===== src/rtl/core/ultrasonic_echo_ranger_core_macros.svh =====
// Assertion macros used by the echo ranger top level.
// Needs clk_i and rst_ni in the scope where a macro is used.
`ifndef ULTRASONIC_ECHO_RANGER_CORE_MACROS_SVH
`define ULTRASONIC_ECHO_RANGER_CORE_MACROS_SVH

// Same-cycle implication, disabled during reset.
`define UER_ASSERT_IMP(label, ante, cons, msg) \
  label: assert property (@(posedge clk_i) disable iff (!rst_ni) (ante) |-> (cons)) \
    else $error(msg);

// Next-cycle implication, disabled during reset.
`define UER_ASSERT_NXT(label, ante, cons, msg) \
  label: assert property (@(posedge clk_i) disable iff (!rst_ni) (ante) |=> (cons)) \
    else $error(msg);

`endif


===== src/rtl/core/uer_pkg.sv =====
// Package for the echo ranger: phase and register codes, configuration struct.
// No dependencies.
package uer_pkg;

  localparam int SENSOR_COUNT      = 4;
  localparam int COUNT_WIDTH_DEF   = 16;
  localparam int PIN_W             = 4;
  localparam int SEL_W             = 2;
  localparam int RES_W             = 16;
  localparam int CFG_DATA_W        = 16;
  localparam int CFG_IDX_W         = 2;

  localparam logic [9:0]  CPU_RESET     = 10'd100;
  localparam logic [7:0]  CLEAR_RESET   = 8'd2;
  localparam logic [7:0]  TRIGGER_RESET = 8'd10;
  // 343000 mm/s halved, per microsecond, in Q16, truncated
  localparam logic [15:0] SCALE_RESET   = 16'((64'd343000 * 64'd65536) / (64'd2 * 64'd1000000));

  typedef enum logic [2:0] {
    PH_IDLE    = 3'd0,
    PH_CLEAR   = 3'd1,
    PH_TRIGGER = 3'd2,
    PH_WAIT    = 3'd3,
    PH_MEASURE = 3'd4
  } phase_e;

  typedef enum logic [CFG_IDX_W-1:0] {
    CFG_COUNTS_PER_US = 2'd0,
    CFG_CLEAR_TIME    = 2'd1,
    CFG_TRIGGER_TIME  = 2'd2,
    CFG_SCALE         = 2'd3
  } cfg_idx_e;

  typedef struct packed {
    logic [9:0]  counts_per_us;
    logic [7:0]  clear_time_us;
    logic [7:0]  trigger_time_us;
    logic [15:0] mm_per_us_q16;
  } cfg_t;

endpackage


===== src/rtl/core/uer_if.sv =====
// Valid/ready channel interfaces for the echo ranger input and result streams.
// Depends on uer_pkg for field widths.
interface uer_in_if;
  logic                       valid;
  logic                       ready;
  logic                       command;
  logic [uer_pkg::SEL_W-1:0]  sensor_select;
  logic [uer_pkg::PIN_W-1:0]  echo_pins;

  modport source (output valid, command, sensor_select, echo_pins, input ready);
  modport sink   (input valid, command, sensor_select, echo_pins, output ready);
endinterface

interface uer_out_if;
  logic                       valid;
  logic                       ready;
  logic [uer_pkg::PIN_W-1:0]  trigger_pins;
  logic                       busy_res;
  logic                       done_res;
  logic [uer_pkg::RES_W-1:0]  pulse_us;
  logic [uer_pkg::RES_W-1:0]  distance_mm;
  logic                       overflow;

  modport source (output valid, trigger_pins, busy_res, done_res, pulse_us, distance_mm,
                  overflow, input ready);
  modport sink   (input valid, trigger_pins, busy_res, done_res, pulse_us, distance_mm,
                  overflow, output ready);
endinterface


===== src/rtl/core/uer_cfg_regs.sv =====
// Configuration register file of the echo ranger, written through a plain write port.
// Depends on uer_pkg.
module uer_cfg_regs (
  input  logic                            clk_i,
  input  logic                            rst_ni,
  input  logic                            we_i,
  input  logic [uer_pkg::CFG_IDX_W-1:0]   idx_i,
  input  logic [uer_pkg::CFG_DATA_W-1:0]  wdata_i,
  output uer_pkg::cfg_t                   cfg_o
);
  import uer_pkg::*;

  cfg_t cfg_q;
  cfg_t cfg_d;

  always_comb begin
    cfg_d = cfg_q;
    if (we_i) begin
      unique case (cfg_idx_e'(idx_i))
        CFG_COUNTS_PER_US: cfg_d.counts_per_us   = wdata_i[9:0];
        CFG_CLEAR_TIME:    cfg_d.clear_time_us   = wdata_i[7:0];
        CFG_TRIGGER_TIME:  cfg_d.trigger_time_us = wdata_i[7:0];
        CFG_SCALE:         cfg_d.mm_per_us_q16   = wdata_i[15:0];
        default: ;
      endcase
    end
  end

  always_ff @(posedge clk_i or negedge rst_ni) begin
    if (!rst_ni) begin
      cfg_q.counts_per_us   <= CPU_RESET;
      cfg_q.clear_time_us   <= CLEAR_RESET;
      cfg_q.trigger_time_us <= TRIGGER_RESET;
      cfg_q.mm_per_us_q16   <= SCALE_RESET;
    end else begin
      cfg_q <= cfg_d;
    end
  end

  assign cfg_o = cfg_q;

endmodule


===== src/rtl/core/uer_tick_counter.sv =====
// Prescaler step: one clock tick through the microsecond prescaler and
// saturating microsecond counter. Combinational. Depends on uer_pkg.
module uer_tick_counter #(
  parameter int COUNT_WIDTH = uer_pkg::COUNT_WIDTH_DEF
) (
  input  logic [9:0]             counts_per_us_i,
  input  logic [9:0]             pre_i,
  input  logic [COUNT_WIDTH-1:0] micro_i,
  output logic [9:0]             pre_o,
  output logic [COUNT_WIDTH-1:0] micro_o,
  output logic                   sat_o
);
  import uer_pkg::*;

  logic [10:0] pre_inc;
  logic        wrap;

  assign pre_inc = {1'b0, pre_i} + 11'd1;
  // zero reload behaves as one tick per microsecond
  assign wrap    = pre_inc >= {1'b0, counts_per_us_i};

  always_comb begin
    pre_o   = pre_inc[9:0];
    micro_o = micro_i;
    sat_o   = 1'b0;
    if (wrap) begin
      pre_o = '0;
      if (&micro_i) begin
        sat_o = 1'b1;
      end else begin
        micro_o = micro_i + COUNT_WIDTH'(1);
      end
    end
  end

endmodule


===== src/rtl/core/uer_range_calc.sv =====
// Result scaling: saturated pulse width and distance in mm, from the microsecond count and Q16 scale.
// Combinational, one multiplier. Depends on uer_pkg.
module uer_range_calc #(
  parameter int COUNT_WIDTH = uer_pkg::COUNT_WIDTH_DEF
) (
  input  logic [COUNT_WIDTH-1:0]     count_i,
  input  logic [15:0]                scale_i,
  output logic [uer_pkg::RES_W-1:0]  pulse_o,
  output logic [uer_pkg::RES_W-1:0]  distance_o,
  output logic                       sat_o
);
  import uer_pkg::*;

  localparam int EXT_W  = (COUNT_WIDTH > RES_W) ? COUNT_WIDTH : RES_W;
  localparam int PROD_W = EXT_W + 16;

  logic [EXT_W-1:0]  count_ext;
  logic [PROD_W-1:0] product;
  logic [EXT_W-1:0]  dist_full;

  assign count_ext  = EXT_W'(count_i);
  assign product    = PROD_W'(count_ext) * PROD_W'(scale_i);
  assign dist_full  = EXT_W'(product >> 16);
  assign sat_o      = (count_ext >> RES_W) != '0;
  assign pulse_o    = sat_o ? '1 : count_ext[RES_W-1:0];
  assign distance_o = ((dist_full >> RES_W) != '0) ? '1 : dist_full[RES_W-1:0];

endmodule


===== src/rtl/core/ultrasonic_echo_ranger_core.sv =====
// Echo ranger top level: input register, phase sequencer with counters, result register.
// Depends on uer_pkg, uer_if, uer_cfg_regs, uer_tick_counter, uer_range_calc and the macros header.
//
// Usage:
//  - in_i carries one transaction per clock tick of the sensor timebase: a start
//    command, the sensor to measure and the four echo levels.
//  - out_o returns exactly one transaction per input transaction, showing the
//    trigger levels, busy/done, the last pulse width and distance and the overflow flag.
//  - Configuration (prescaler reload, clear and trigger times, Q16 scale) is written
//    through cfg_we_i/cfg_idx_i/cfg_wdata_i while the block is idle.
// Timing:
//  - An accepted transaction lands in the input register; its result is loaded into the result
//    register when the sequencer advances, which a stall on out_o can hold off.
//  - One transaction per cycle sustained while out_o.ready stays high; the single sequencer
//    update and the COUNT_WIDTH x 16 distance multiplier (16x16 by default) sit between the registers.
// Reset: the sequencer goes idle, counters and the stored pulse, distance and overflow
//  clear, configuration takes its default values, no result is pending.
// Stall: while out_o.ready is low the result holds; the input register still takes
//  one more transaction, then in_i.ready drops until the result is taken.
module ultrasonic_echo_ranger_core #(
  parameter int COUNT_WIDTH = uer_pkg::COUNT_WIDTH_DEF
) (
  input  logic                            clk_i,
  input  logic                            rst_ni,
  uer_in_if.sink                          in_i,
  uer_out_if.source                       out_o,
  input  logic                            cfg_we_i,
  input  logic [uer_pkg::CFG_IDX_W-1:0]   cfg_idx_i,
  input  logic [uer_pkg::CFG_DATA_W-1:0]  cfg_wdata_i
);
  import uer_pkg::*;

`include "ultrasonic_echo_ranger_core_macros.svh"

  cfg_t cfg;

  // Input register
  logic              in_valid_q;
  logic              cmd_q;
  logic [SEL_W-1:0]  sel_q;
  logic [PIN_W-1:0]  echo_q;
  logic              advance;
  logic              in_ready;

  // Sequencer state
  phase_e                   phase_q, phase_d;
  logic [9:0]               pre_q, pre_d;
  logic [COUNT_WIDTH-1:0]   micro_q, micro_d;
  logic [SEL_W-1:0]         active_q, active_d;
  logic                     sat_q, sat_d;
  logic [RES_W-1:0]         pulse_q, pulse_d;
  logic [RES_W-1:0]         dist_q, dist_d;
  logic                     done_d;

  // Result register
  logic              out_valid_q;
  logic [PIN_W-1:0]  trig_q;
  logic              busy_q;
  logic              done_q;

  // Counter step and scaling
  logic [9:0]             base_pre;
  logic [COUNT_WIDTH-1:0] base_micro;
  logic [9:0]             tick_pre;
  logic [COUNT_WIDTH-1:0] tick_micro;
  logic                   tick_sat;
  logic [RES_W-1:0]       calc_pulse;
  logic [RES_W-1:0]       calc_dist;
  logic                   calc_sat;

  logic echo;
  logic start_ok;
  logic clear_hit;
  logic trigger_hit;

  uer_cfg_regs u_cfg (
    .clk_i   (clk_i),
    .rst_ni  (rst_ni),
    .we_i    (cfg_we_i),
    .idx_i   (cfg_idx_i),
    .wdata_i (cfg_wdata_i),
    .cfg_o   (cfg)
  );

  // The first tick of a pulse counts from zero
  assign base_pre   = (phase_q == PH_WAIT) ? '0 : pre_q;
  assign base_micro = (phase_q == PH_WAIT) ? '0 : micro_q;

  uer_tick_counter #(.COUNT_WIDTH(COUNT_WIDTH)) u_tick (
    .counts_per_us_i (cfg.counts_per_us),
    .pre_i           (base_pre),
    .micro_i         (base_micro),
    .pre_o           (tick_pre),
    .micro_o         (tick_micro),
    .sat_o           (tick_sat)
  );

  uer_range_calc #(.COUNT_WIDTH(COUNT_WIDTH)) u_calc (
    .count_i    (micro_q),
    .scale_i    (cfg.mm_per_us_q16),
    .pulse_o    (calc_pulse),
    .distance_o (calc_dist),
    .sat_o      (calc_sat)
  );

  // Handshake: the sequencer advances on a held input when the result register is free or drains now
  assign advance  = in_valid_q && (!out_valid_q || out_o.ready);
  assign in_ready = !in_valid_q || advance;
  assign in_i.ready = in_ready;

  assign echo        = echo_q[active_q];
  assign start_ok    = cmd_q && (32'(sel_q) < SENSOR_COUNT);
  assign clear_hit   = tick_micro >= COUNT_WIDTH'(cfg.clear_time_us);
  assign trigger_hit = tick_micro >= COUNT_WIDTH'(cfg.trigger_time_us);

  // Next phase
  always_comb begin
    phase_d = phase_q;
    unique case (phase_q)
      PH_IDLE:    if (start_ok)    phase_d = PH_CLEAR;
      PH_CLEAR:   if (clear_hit)   phase_d = PH_TRIGGER;
      PH_TRIGGER: if (trigger_hit) phase_d = PH_WAIT;
      PH_WAIT:    if (echo)        phase_d = PH_MEASURE;
      PH_MEASURE: if (!echo)       phase_d = PH_IDLE;
      default:                     phase_d = PH_IDLE;
    endcase
  end

  // Counters, latched sensor and stored results
  always_comb begin
    pre_d    = pre_q;
    micro_d  = micro_q;
    active_d = active_q;
    sat_d    = sat_q;
    pulse_d  = pulse_q;
    dist_d   = dist_q;
    done_d   = 1'b0;
    unique case (phase_q) inside
      PH_IDLE: begin
        if (start_ok) begin
          active_d = sel_q;
          sat_d    = 1'b0;
          pre_d    = '0;
          micro_d  = '0;
        end
      end
      PH_CLEAR, PH_TRIGGER: begin
        pre_d   = tick_pre;
        micro_d = tick_micro;
        sat_d   = sat_q | tick_sat;
        if ((phase_q == PH_CLEAR) ? clear_hit : trigger_hit) begin
          pre_d   = '0;
          micro_d = '0;
        end
      end
      PH_WAIT: begin
        if (echo) begin
          pre_d   = tick_pre;
          micro_d = tick_micro;
          sat_d   = sat_q | tick_sat;
        end
      end
      PH_MEASURE: begin
        if (echo) begin
          pre_d   = tick_pre;
          micro_d = tick_micro;
          sat_d   = sat_q | tick_sat;
        end else begin
          pulse_d = calc_pulse;
          dist_d  = calc_dist;
          sat_d   = sat_q | calc_sat;
          pre_d   = '0;
          micro_d = '0;
          done_d  = 1'b1;
        end
      end
      default: ;
    endcase
  end

  // Input register: hold while the sequencer cannot advance
  always_ff @(posedge clk_i or negedge rst_ni) begin
    if (!rst_ni) begin
      in_valid_q <= 1'b0;
    end else if (in_ready) begin
      in_valid_q <= in_i.valid;
    end
  end

  always_ff @(posedge clk_i) begin
    if (in_ready && in_i.valid) begin
      cmd_q  <= in_i.command;
      sel_q  <= in_i.sensor_select;
      echo_q <= in_i.echo_pins;
    end
  end

  // Sequencer state: advance once per transaction
  always_ff @(posedge clk_i or negedge rst_ni) begin
    if (!rst_ni) begin
      phase_q  <= PH_IDLE;
      pre_q    <= '0;
      micro_q  <= '0;
      active_q <= '0;
      sat_q    <= 1'b0;
      pulse_q  <= '0;
      dist_q   <= '0;
    end else if (advance) begin
      phase_q  <= phase_d;
      pre_q    <= pre_d;
      micro_q  <= micro_d;
      active_q <= active_d;
      sat_q    <= sat_d;
      pulse_q  <= pulse_d;
      dist_q   <= dist_d;
    end
  end

  // Result register: drop valid once taken, reload on advance
  always_ff @(posedge clk_i or negedge rst_ni) begin
    if (!rst_ni) begin
      out_valid_q <= 1'b0;
    end else if (advance) begin
      out_valid_q <= 1'b1;
    end else if (out_o.ready) begin
      out_valid_q <= 1'b0;
    end
  end

  always_ff @(posedge clk_i) begin
    if (advance) begin
      trig_q <= (phase_d == PH_TRIGGER) ? (PIN_W'(1) << active_d) : '0;
      busy_q <= phase_d != PH_IDLE;
      done_q <= done_d;
    end
  end

  assign out_o.valid        = out_valid_q;
  assign out_o.trigger_pins = trig_q;
  assign out_o.busy_res     = busy_q;
  assign out_o.done_res     = done_q;
  assign out_o.pulse_us     = pulse_q;
  assign out_o.distance_mm  = dist_q;
  assign out_o.overflow     = sat_q;

  `UER_ASSERT_IMP(a_done_idle, out_valid_q && done_q, !busy_q, "done result while busy")
  `UER_ASSERT_IMP(a_trig_onehot, out_valid_q && (trig_q != '0), $onehot(trig_q) && busy_q,
                  "trigger drive not one-hot or not busy")
  `UER_ASSERT_IMP(a_done_from_measure, advance && done_d, phase_q == PH_MEASURE,
                  "measurement done outside measure phase")
  `UER_ASSERT_NXT(a_counts_zero_idle, advance && (phase_d == PH_IDLE),
                  (micro_q == '0) && (pre_q == '0), "counters not cleared in idle")

endmodule

===== src/flat_wrapper.sv =====
// flat-port wrapper written by rule: the top's interface ports become plain ports
module ultrasonic_echo_ranger_core_flat import uer_pkg::*;
#(
  parameter int COUNT_WIDTH = uer_pkg::COUNT_WIDTH_DEF
)
  (clk_i, rst_ni, cfg_we_i, cfg_idx_i, cfg_wdata_i, in_i_valid, in_i_command, in_i_sensor_select, in_i_echo_pins, in_i_ready, out_o_valid, out_o_trigger_pins, out_o_busy_res, out_o_done_res, out_o_pulse_us, out_o_distance_mm, out_o_overflow, out_o_ready);
  uer_in_if in_i_i ();
  uer_out_if out_o_i ();
  input  logic clk_i;
  input  logic rst_ni;
  input  logic cfg_we_i;
  input  logic [uer_pkg::CFG_IDX_W-1:0] cfg_idx_i;
  input  logic [uer_pkg::CFG_DATA_W-1:0] cfg_wdata_i;
  input wire logic [$bits(in_i_i.valid)-1:0] in_i_valid;
  input wire logic [$bits(in_i_i.command)-1:0] in_i_command;
  input wire logic [$bits(in_i_i.sensor_select)-1:0] in_i_sensor_select;
  input wire logic [$bits(in_i_i.echo_pins)-1:0] in_i_echo_pins;
  output wire logic [$bits(in_i_i.ready)-1:0] in_i_ready;
  output wire logic [$bits(out_o_i.valid)-1:0] out_o_valid;
  output wire logic [$bits(out_o_i.trigger_pins)-1:0] out_o_trigger_pins;
  output wire logic [$bits(out_o_i.busy_res)-1:0] out_o_busy_res;
  output wire logic [$bits(out_o_i.done_res)-1:0] out_o_done_res;
  output wire logic [$bits(out_o_i.pulse_us)-1:0] out_o_pulse_us;
  output wire logic [$bits(out_o_i.distance_mm)-1:0] out_o_distance_mm;
  output wire logic [$bits(out_o_i.overflow)-1:0] out_o_overflow;
  input wire logic [$bits(out_o_i.ready)-1:0] out_o_ready;
  assign in_i_i.valid = in_i_valid;
  assign in_i_i.command = in_i_command;
  assign in_i_i.sensor_select = in_i_sensor_select;
  assign in_i_i.echo_pins = in_i_echo_pins;
  assign in_i_ready = in_i_i.ready;
  assign out_o_valid = out_o_i.valid;
  assign out_o_trigger_pins = out_o_i.trigger_pins;
  assign out_o_busy_res = out_o_i.busy_res;
  assign out_o_done_res = out_o_i.done_res;
  assign out_o_pulse_us = out_o_i.pulse_us;
  assign out_o_distance_mm = out_o_i.distance_mm;
  assign out_o_overflow = out_o_i.overflow;
  assign out_o_i.ready = out_o_ready;
  ultrasonic_echo_ranger_core #(.COUNT_WIDTH(COUNT_WIDTH)) u_core (.clk_i(clk_i), .rst_ni(rst_ni), .in_i(in_i_i), .out_o(out_o_i), .cfg_we_i(cfg_we_i), .cfg_idx_i(cfg_idx_i), .cfg_wdata_i(cfg_wdata_i));
endmodule

===== config.mk =====
export PLATFORM = sky130hd
export DESIGN_NAME = ultrasonic_echo_ranger_core_flat
export DESIGN_NICKNAME = d
export VERILOG_FILES = /design/src/rtl/core/uer_pkg.sv /design/src/rtl/core/uer_if.sv /design/src/rtl/core/uer_cfg_regs.sv /design/src/rtl/core/uer_tick_counter.sv /design/src/rtl/core/uer_range_calc.sv /design/src/rtl/core/ultrasonic_echo_ranger_core.sv /design/src/flat_wrapper.sv
export VERILOG_INCLUDE_DIRS = /design/src /design/src/rtl/core
export SDC_FILE = /design/constraint.sdc
export NUM_CORES = 1
export LEC_CHECK = 0
export ABC_AREA = 1
export BUFFER_PORTS_ARGS = -buffer_cell sky130_fd_sc_hd__buf_2
export CORE_MARGIN = 1
export CORE_UTILIZATION = 30
export CTS_CLUSTER_SIZE = 24
export DETAILED_ROUTE_END_ITERATION = 10
export SLEW_MARGIN = 15
export SYNTH_ARGS = -nofsm -noshare
export SYNTH_HDL_FRONTEND = slang
export SYNTH_HIERARCHICAL = 1
export SYNTH_SLANG_ARGS = --single-unit

===== constraint.sdc =====
create_clock -name clk_i -period 16.3 [get_ports clk_i]
set_input_delay 2.445 -clock clk_i [delete_from_list [all_inputs] [get_ports clk_i]]
set_output_delay 2.445 -clock clk_i [all_outputs]
set_load 0.05 [all_outputs]

Word-level counts from Yosys, hierarchy flattened
Index checks and enable logic that the tools add are counted.
{"block": "word_totals", "ff_bits": 121, "word_cells": 96}
{"block": "op_classes", "bitwise": 2, "addsub": 2, "eq_ne": 11, "n_mux": 34, "shift": 1, "n_lt_le_gt_ge": 4, "n_mul": 1, "reduce_logical": 22}
{"op": "two-way mux 16 bit", "count": 7}
{"op": "one-hot mux 16 bit (4 select lines)", "count": 1}
{"op": "two-way mux 10 bit", "count": 6}
{"op": "one-hot mux 10 bit (4 select lines)", "count": 1}
{"op": "greater-or-equal comparator 16 x 8 -> 1 bit", "count": 2}
{"op": "multiplier 16 x 16 -> 32 bit", "count": 1}
{"op": "adder 16 x 1 -> 16 bit (second input constant)", "count": 1}
{"op": "AND reduction 16 bit", "count": 1}
{"op": "two-way mux 3 bit", "count": 5}
{"op": "one-hot mux 3 bit (5 select lines)", "count": 1}
{"op": "adder 10 x 1 -> 11 bit (second input constant)", "count": 1}
{"op": "greater-or-equal comparator 11 x 10 -> 1 bit", "count": 1}
{"op": "== test 3 x 2 -> 1 bit (second input constant)", "count": 3}
{"op": "two-way mux 1 bit", "count": 9}
{"op": "AND reduction 2 bit", "count": 4}
{"op": "AND reduction 4 bit", "count": 2}
{"op": "inequality test 2 x 1 -> 1 bit (second input constant)", "count": 3}
{"op": "nonzero test 3 bit", "count": 2}
{"op": "== test 2 bit (second input constant)", "count": 2}
{"op": "two-way mux 2 bit", "count": 2}
{"op": "nonzero test 4 bit", "count": 1}
{"op": "OR reduction 2 bit", "count": 2}
{"op": "<< shifter 1 x 2 -> 4 bit (first input constant)", "count": 1}
{"op": "== test 3 x 1 -> 1 bit (second input constant)", "count": 1}
{"op": "14 further kinds", "count": 17}

Depth between registers and ports, before layout
Gate-level depths: netlist of the first run.
{"block": "depth", "word_depth": 9, "mapped_depth": 33, "depth_no_buf": 31}

Modules after synthesis
Netlist of the first run, hierarchy kept.
{"mod": "uer_range_calc", "cells_per_inst": 1266, "area_each_um2": 9033.7, "seq_area_each_um2": 0.0, "n_inst": 1}
{"mod": "ultrasonic_echo_ranger_core", "cells_per_inst": 470, "area_each_um2": 4147.7, "seq_area_each_um2": 2042.0, "n_inst": 1}
{"mod": "uer_cfg_regs", "cells_per_inst": 188, "area_each_um2": 1820.5, "seq_area_each_um2": 1071.0, "n_inst": 1}
{"mod": "uer_tick_counter", "cells_per_inst": 254, "area_each_um2": 1446.4, "seq_area_each_um2": 0.0, "n_inst": 1}

Worst setup path after synthesis of the first run
OpenSTA, ideal clock, no wires.
{"block": "synth_path", "path_kind": "reg2reg", "from": "reg u_core.u_cfg.cfg_q (netlist bit u_core/u_cfg/cfg_o[9])", "to": "reg u_core.dist_q[11] (netlist: u_core/out_o.distance_mm[11])", "stages_incl_launch_ff": 26, "path_slack_ns": 10.613, "path_buffers": 2, "setup_time_ns": 0.119, "period_less_slack_ns": 5.687, "t_required_ns": 16.181, "arrival_time_ns": 5.568, "path_cell_list": "dfstp_2 > clkbuf_1 > clkbuf_1 > nand2_1 > fa_1 > inv_1 > fa_1 > inv_1 > fa_1 > inv_1 > fa_1 > fa_1 > inv_1 > fa_1 > inv_1 > ha_1 > a21oi_1 > o21ai_0 > a21oi_1 > nor2_1 > nor2_1 > nand2_1 > nand2_1 > nand2_1 > nand3_1 > nand2_1"}
{"block": "synth_via", "elab_chain_len": 1}
{"element": "start: declaration", "line": "uer_cfg_regs.sv:13", "rtl": "cfg_t cfg_q;"}
{"element": "start signal: assignment", "line": "uer_cfg_regs.sv:36", "rtl": "cfg_q <= cfg_d;"}
{"element": "multiplier 16 x 16 -> 32 bit", "line": "uer_range_calc.sv:22", "rtl": "assign product = PROD_W'(count_ext) * PROD_W'(scale_i);"}
{"element": "named net u_core.calc_dist[11]", "line": "ultrasonic_echo_ranger_core.sv:68", "rtl": "logic [RES_W-1:0] calc_dist;"}
{"element": "end signal: assignment", "line": "ultrasonic_echo_ranger_core.sv:215", "rtl": "dist_q <= dist_d;"}
{"element": "end: declaration", "line": "ultrasonic_echo_ranger_core.sv:52", "rtl": "logic [RES_W-1:0] dist_q, dist_d;"}
The timed path passes the listed nets, and every way through them passes these cells.
A chain may end at the register's enable or synchronous reset.

Worst setup path in the final report of the first run
{"block": "layout_path", "from": "reg u_core.u_cfg.cfg_q (netlist bit u_core/u_cfg/cfg_o[14])", "to": "reg u_core.dist_q[12] (netlist: u_core/out_o.distance_mm[12])"}
The elaborated chain is that of the path after synthesis.

==> summary.md, run 1 <==
| Metric | Value |
|---|---|
| Netlist Area Pre-Place | 16450 sq um |
| Power Density | 62.18 nW/um^2 |
| Leakage | 10.07 nW |
| Dominant cell type by area after synthesis | fa_1 |
| Antenna-violating nets left | 0 |
| CP required | 16.63 ns |
| Outcome | finished clean |
| Synth Instances | 2178 |
| Non-filler cells in the finished layout | 2868 |
| Die width | 236.2 um |
| Number of diodes | 0 |
| Post-CTS Setup Bufs | 0 |
| # resized after CTS | 0 |
| Ys async rst share | 89.26% |
| Tot GR Track Use | 16.67% |
| Slowest-stage cell, CP | dfrtp_1 |
| Layout cells sized above 1 | 10.50% |
| Most used cell, CP | fa_1 |
| Main area contributors after synthesis | fa_1, nand2_1, dfrtp_1 |
| FP Rows | 85 |
| Yosys Warn Count | 6 |
| Initial antenna violation count | 0 |
| CTS tree | done |
| Yosys reg bits | 121 |
| CP max FO | 17 |
| Final setup skew | 0.009965 ns |
| Max Cap Viol | 0 |
| Starting Density | 30.44% |
| Min Clock Period, post-route | 6.170 ns |
| Die area | 55770 sq um |
| Vias in the first global route | 14430 |
| CTS H-tree lvls | 4 |
| Boundary Pins | 71 |
| Worst hold path type | reg -> reg |
| Total number of vias | 13550 |
| Synth cell count leaders | nand2_1, inv_1, fa_1, ha_1, nor2_1 |
| Final Hold Viols | 0 |
| Drt total wl | 44470 um |
| Final period utilization | 37.85% |
| Clk_lat worst skew | 0.44 ns |
| Nets | 2511 |
| Post-route setup TNS | 0 ns |
| Crit path DAT | 6.50 ns |
| Mapped Nets | 2530 |
| Final HPWL DP | 34520 um |
| Top-area cell type share of the netlist area | 23.49% |
| Fin. max-slew vios | 0 |
| CP top delay family | adder cells |
| PortBufs | 70 |
| Peak supply drop | 0.06100 mV |
| Critical Path Sink Type | flip-flop |
| Cts bufs inserted | 17 |
| First-pass GRT wire length | 74240 um |
| Die height | 236.2 um |
| CTS root buf | clkbuf_16 |
| Largest net degree at the start of global routing | 81 |
| Drt drc | 0 |
| Post-DR vias/cell | 4.726 |
| DP Cell Count | 2835 |
| Area grow syn2layout | 7.470% |
| Yosys cell types | 48 |
| Sequential area share after synthesis | 18.93% |
| Max Buffers Root-to-Sink | 2 |
| Crit Path Category | reg -> reg |
| Placer Congestion | 0.9143 |
| Final Setup Violations | 0 |
| DR iter-0 viols | 804 |
| RSZ-0062 raised after global routing | no |
| CP Launch Type | flip-flop |
| Rel. slew slack | 35.71% |
| Max Clock Freq | 162.1 MHz |
| Core area | 54030 sq um |
| Clock-pin slew on the worst setup and hold paths | 0.06 ns |
| DR WL/cell | 15.51 um |
| Worst-Margin Slew | 0.9643 ns |
| Cell with the most instances after synthesis | nand2_1 |
| Largest stage delay, worst path | 0.88 ns |
| Drt first pass iters | 5 |
| Clock sink count | 121 |
| Post-synth EDFFs | 13 |
| Core Util, Final | 32.72% |
| Syn_area_per_cell | 7.552 sq um |
| Most used DFF post-synth | dfrtp_1 |
| Grt ovf | 0 |
| WP buf/inv | 3 |
| Cts hold-fix bufs | 0 |
| CP cell instances | nand2_1 -> fa_1 -> fa_1 -> inv_1 -> fa_1 -> fa_1 -> fa_1 -> inv_1 -> fa_1 -> inv_1 -> ha_1 -> a21oi_1 -> o21ai_0 -> a21oi_1 -> nor2_1 -> nor2_1 -> nand2_1 -> nand2_1 -> nand2_1 -> nand3_1 -> nand2_1 |
-- report_power, final --
part | total, mW | internal, mW | leakage, nW | switching, mW
combinational | 0.293 | 0.0717 | 8.25 | 0.221
clock | 0.395 | 0.241 | 0.296 | 0.154
sequential | 0.412 | 0.347 | 1.53 | 0.0645
total | 1.10 | 0.660 | 10.1 | 0.439
-- worst reg2reg max path, delay by kind of cell (launching register included) --
family,cells,cell delay (ns)
AND/OR/NAND/NOR,8,0.72
adder cells (fa/ha/maj),7,3.50
buffers and inverters,3,0.16
AO/OA/AOI/OAI,3,0.80
flip-flops,1,0.88
-- stage by stage --
step	cell area [sq um]	hold slack, ns	power [mW]	worst slack [ns]
6_report	17680	0.4636	1.099	10.13
5_1_grt	17680	0.4847	1.155	9.758
4_1_cts	17650	0.4645	1.111	10.15
3_5_place_dp	17050	0.4549	0.7105	10.17
3_3_place_gp	17050	0.4524	0.7023	10.19
2_1_floorplan	16450	0.4419	0.6363	10.61
-- placed cells by master, fill, tap and decap left out, types with 22 or more instances in the layout --
master	synthesis	layout
o21ai_0	33	33
a21oi_1	40	40
nor2_1	113	113
ha_1	129	129
nand3_1	112	112
nand4_1	44	44
inv_1	470	470
fa_1	193	193
o21ai_2	22	22
buf_2	11	69
dfrtp_1	92	92
nand3_2	29	29
nand2_1	647	647
-- final timing paths --
check,startpoint,to,slack [ns],cells after the start
max,u_core/u_cfg/cfg_o[14],u_core/out_o.distance_mm[12],10.13,21
min,u_core/out_o.pulse_us[15],u_core/out_o.pulse_us[15],0.46,2
max reg2reg,u_core/u_cfg/cfg_o[14],u_core/out_o.distance_mm[12],10.13,21
min reg2reg,u_core/out_o.pulse_us[15],u_core/out_o.pulse_us[15],0.46,2
max in group asynchronous,rst_ni,u_core/u_cfg/cfg_o[5],13.30,3
min in group asynchronous,rst_ni,u_core/active_q[1],1.93,1
-- state kept, by name, summed over array words and instances, names as in the netlist, 2 cells and up --
register	flops
u_core/micro_q	16
u_core/out_o.trigger_pins	4
u_core/pre_q	10
u_core/u_cfg/cfg_o	42
u_core/sel_q	2
u_core/out_o.pulse_us	16
u_core/out_o.distance_mm	16
u_core/phase_q	3
u_core/echo_q	4
u_core/active_q	2
-- logic make-up (layout without fill, tap and decap cells) --
group | count (synthesis) | count (layout) | share of synthesized area (%)
fa+ha+maj | 322 | 322 | 33.30
flops | 121 | 121 | 18.93
other cells | 1 | 1 | 0.02280
xor+xnor | 16 | 16 | 0.8520
buf+inv | 597 | 591 | 15.02
compound gates | 113 | 113 | 4.184
simple gates | 1008 | 1008 | 27.70
-- per-layer routing --
| layer | track usage, % | share of wire [%] | vias up |
|---|---|---|---|
| met3 | 2.118 | 3.4 | 67 |
| met1 | 20.27 | 43 | 6710 |
| met4 | 5.510 | 2.4 | 0 |
| met2 | 30.23 | 51 | 304 |
| li1 | - | - | 6473 |
| met5 | 0 | 0 | - |
-- final cells by class --
class,count,area [sq um]
inverters,484,1819
repair buffers,75,410.4
fillers,5761,36350
multi-input cells,1460,10870
well taps,696,870.8
flip-flops and latches,121,3113
clock inverters,14,168.9
clock buffers,18,429.2
No activity file was read; power rests on OpenSTA's default activity.
==> run 2, diff against run 1 <==
Clock period 16.3 ns to 5.9 ns, I/O delays scaled along.
==> run 2 against run 1 <==
  * Register-to-register slack worse by 9.9 ns
  * Clock power grew to 2.7 times the previous value
  * Sequential power grew to 2.6 times the previous value
  * Setup slack worse by 9.9 ns
  * Cell count is 2.3% higher
  * Non-clock buffer count is 67 higher
  * Global-route usage is 0.29 points lower
  * Die area stayed put
  * Largest cell class unchanged
==> summary.md, run 2 (synthesis results as in run 1) <==
| Metric | Value |
|---|---|
| Outcome | finished clean (unchanged) |
| Clk_lat worst skew | 0.45 ns (was 0.44 ns) |
| Layout cells sized above 1 | 14.65% (was 10.50%) |
| Total number of vias | 13660 (was 13550) |
| FP Rows | 85 (unchanged) |
| Post-DR vias/cell | 4.655 (was 4.726) |
| Max Cap Viol | 0 (unchanged) |
| Commonest non-fill, non-tap cells in the layout | nand2_1, inv_1, fa_1, ha_1, nand3_1 (was nand2_1, inv_1, fa_1, ha_1, nor2_1) |
| GRT busiest layer | met2 (unchanged) |
| Drt total wl | 44050 um (was 44470 um) |
| Final Setup Violations | 0 (unchanged) |
| Final HPWL DP | 35610 um (was 34520 um) |
| Min Clock Period, post-route | 5.654 ns (was 6.170 ns) |
| Clock sink count | 121 (unchanged) |
| Largest net degree at the start of global routing | 59 (was 81) |
| CTS root buf | clkbuf_16 (unchanged) |
| Crit Path Category | reg -> reg (unchanged) |
| Core area | 54030 sq um (unchanged) |
| Peak supply drop | 0.1835 mV (was 0.06100 mV) |
| Nets | 2578 (was 2511) |
| Vias in the first global route | 14630 (was 14430) |
| Final Hold Viols | 0 (unchanged) |
| Drt first pass iters | 5 (unchanged) |
| Rel. slew slack | 39.72% (was 35.71%) |
| CTS H-tree lvls | 4 (unchanged) |
| Clock-pin slew on the worst setup and hold paths | 0.06 ns (about the same) |
| Crit path DAT | 6.03 ns (was 6.50 ns) |
| Critical Path Sink Type | flip-flop (unchanged) |
| Final setup skew | 0.01732 ns (was 0.009965 ns) |
| Area grow syn2layout | 11.14% (was 7.470%) |
| Tot GR Track Use | 16.38% (was 16.67%) |
| Grt ovf | 0 (unchanged) |
| Cts hold-fix bufs | 0 (unchanged) |
| Die width | 236.2 um (unchanged) |
| Power Density | 169.2 nW/um^2 (was 62.18 nW/um^2) |
| DP Cell Count | 2884 (was 2835) |
| Boundary Pins | 71 (unchanged) |
| Fin. max-slew vios | 0 (unchanged) |
| Antenna-violating nets left | 0 (unchanged) |
| Largest register FFs | 42 (unchanged) |
| Core Util, Final | 33.84% (was 32.72%) |
| Global Route met3 Usage | 2.048% (was 2.118%) |
| Initial antenna violation count | 0 (unchanged) |
| Final instance area | 18280 sq um (was 17680 sq um) |
| Starting Density | 30.44% (unchanged) |
| Total power | 3.093 mW (was 1.099 mW) |
| CP Launch Type | flip-flop (unchanged) |
| CP required | 6.28 ns (was 16.63 ns) |
| Slack of the critical path | 0.2460 ns (was 10.13 ns) |
| Max Clock Freq | 176.9 MHz (was 162.1 MHz) |
| Final period utilization | 95.83% (was 37.85%) |
| Cts bufs inserted | 17 (unchanged) |
| Non-filler cells in the finished layout | 2935 (was 2868) |
| Post-Place Setup Slack | -0.01415 ns (was 10.17 ns) |
| DR WL/cell | 15.01 um (was 15.51 um) |
| Worst hold path type | reg -> reg (unchanged) |
| DR iter-0 viols | 673 (was 804) |
| Max Buffers Root-to-Sink | 2 (unchanged) |
| PortBufs | 70 (unchanged) |
| RSZ-0062 raised after global routing | yes (was no) |
| GR Util met1 | 19.93% (was 20.27%) |
| Die height | 236.2 um (unchanged) |
| Placed Area | 17420 sq um (was 17050 sq um) |
| Number of diodes | 0 (unchanged) |
| Placer Congestion | 0.8958 (was 0.9143) |
| Commonest non-fill, non-tap cell in the layout | nand2_1 (unchanged) |
| Drt drc | 0 (unchanged) |
| Leakage | 10.39 nW (was 10.07 nW) |
| First-pass GRT wire length | 73310 um (was 74240 um) |
| CTS tree | done (unchanged) |
| GR Util met2 | 29.40% (was 30.23%) |
| Die area | 55770 sq um (unchanged) |
| Worst-Margin Slew | 0.9042 ns (was 0.9643 ns) |
| CP max FO | 6 (was 17) |
run 2: cell count changes in the layout (fill, tap and decap cells not counted), moves of 4 or more:
cell     before  now
o21ai_1       3    8
a21oi_1      40   33
dfrtp_1      92   77
dfrtp_2       0   15
nor2_1      113  108
a21oi_2       0    7
buf_4         5   69
o21ai_0      33   27
nor2_2        5    9
run 2: critical path, stage by stage (launching register included):
cell and delay, ns:
dfstp_2 0.63, clkbuf_4 0.23, nand2_1 0.06, inv_1 0.06, fa_1 0.46, fa_1 0.52, fa_1 0.51, fa_1 0.52
fa_1 0.55, inv_1 0.06, fa_1 0.53, inv_1 0.04, ha_2 0.36, nand2_1 0.14, nor2_2 0.14, inv_1 0.09
nor3_2 0.20, o21ai_2 0.10, nand2_1 0.09, nand2_1 0.05, nand2_1 0.07, nand3_1 0.08, nand2_1 0.10
run 2: worst paths after layout:
| check | from | end | slack [ns] | cells after the start |
|---|---|---|---|---|
| max | u_core/u_cfg/cfg_o[13] | u_core/out_o.distance_mm[12] | 0.25 | 22 |
| min | u_core/u_cfg/cfg_o[19] | u_core/u_cfg/cfg_o[19] | 0.47 | 2 |
| max reg2reg | u_core/u_cfg/cfg_o[13] | u_core/out_o.distance_mm[12] | 0.25 | 22 |
| min reg2reg | u_core/u_cfg/cfg_o[19] | u_core/u_cfg/cfg_o[19] | 0.47 | 2 |
| max in group asynchronous | rst_ni | u_core/micro_q[12] | 4.08 | 2 |
| min in group asynchronous | rst_ni | u_core/phase_q[2] | 0.56 | 1 |
run 2: layout make-up:
type / instances / area (sq um)
Fill cell: 5693 / 35750
Multi-Input combinational cell: 1460 / 10930
Sequential cell: 121 / 3132
Inverter: 484 / 1819
Timing Repair Buffer: 142 / 930.9
Tap cell: 696 / 870.8
Clock buffer: 18 / 450.4
Clock inverter: 14 / 148.9
run 2: per-layer routing:
metal,routed length (um),vias up
li1,-,6620
met1,18880,6671
met2,22160,307
met3,1813,65
met4,1194,0
met5,0,-
run 2: repair_timing:
item                                    CTS  global route
setup buffers                             0            19
endpoints found under the setup margin    2            16
pin swaps                                 0             3
resized for setup                         3            37
run 2: power breakdown:
group          switching, mW  internal (mW)  total (mW)
combinational          0.686          0.262       0.948
sequential             0.113          0.959        1.07
clock                  0.452          0.621        1.07
total                   1.25           1.84        3.09
run 2: through the flow:
| step | hold slack, ns | TNS [ns] |
|---|---|---|
| floorplan | 0.4419 | 0 |
| global placement | 0.4526 | 0 |
| detailed placement | 0.4560 | -0.01415 |
| CTS | 0.4662 | 0 |
| global route | 0.4675 | -0.1309 |
| finish | 0.4662 | 0 |
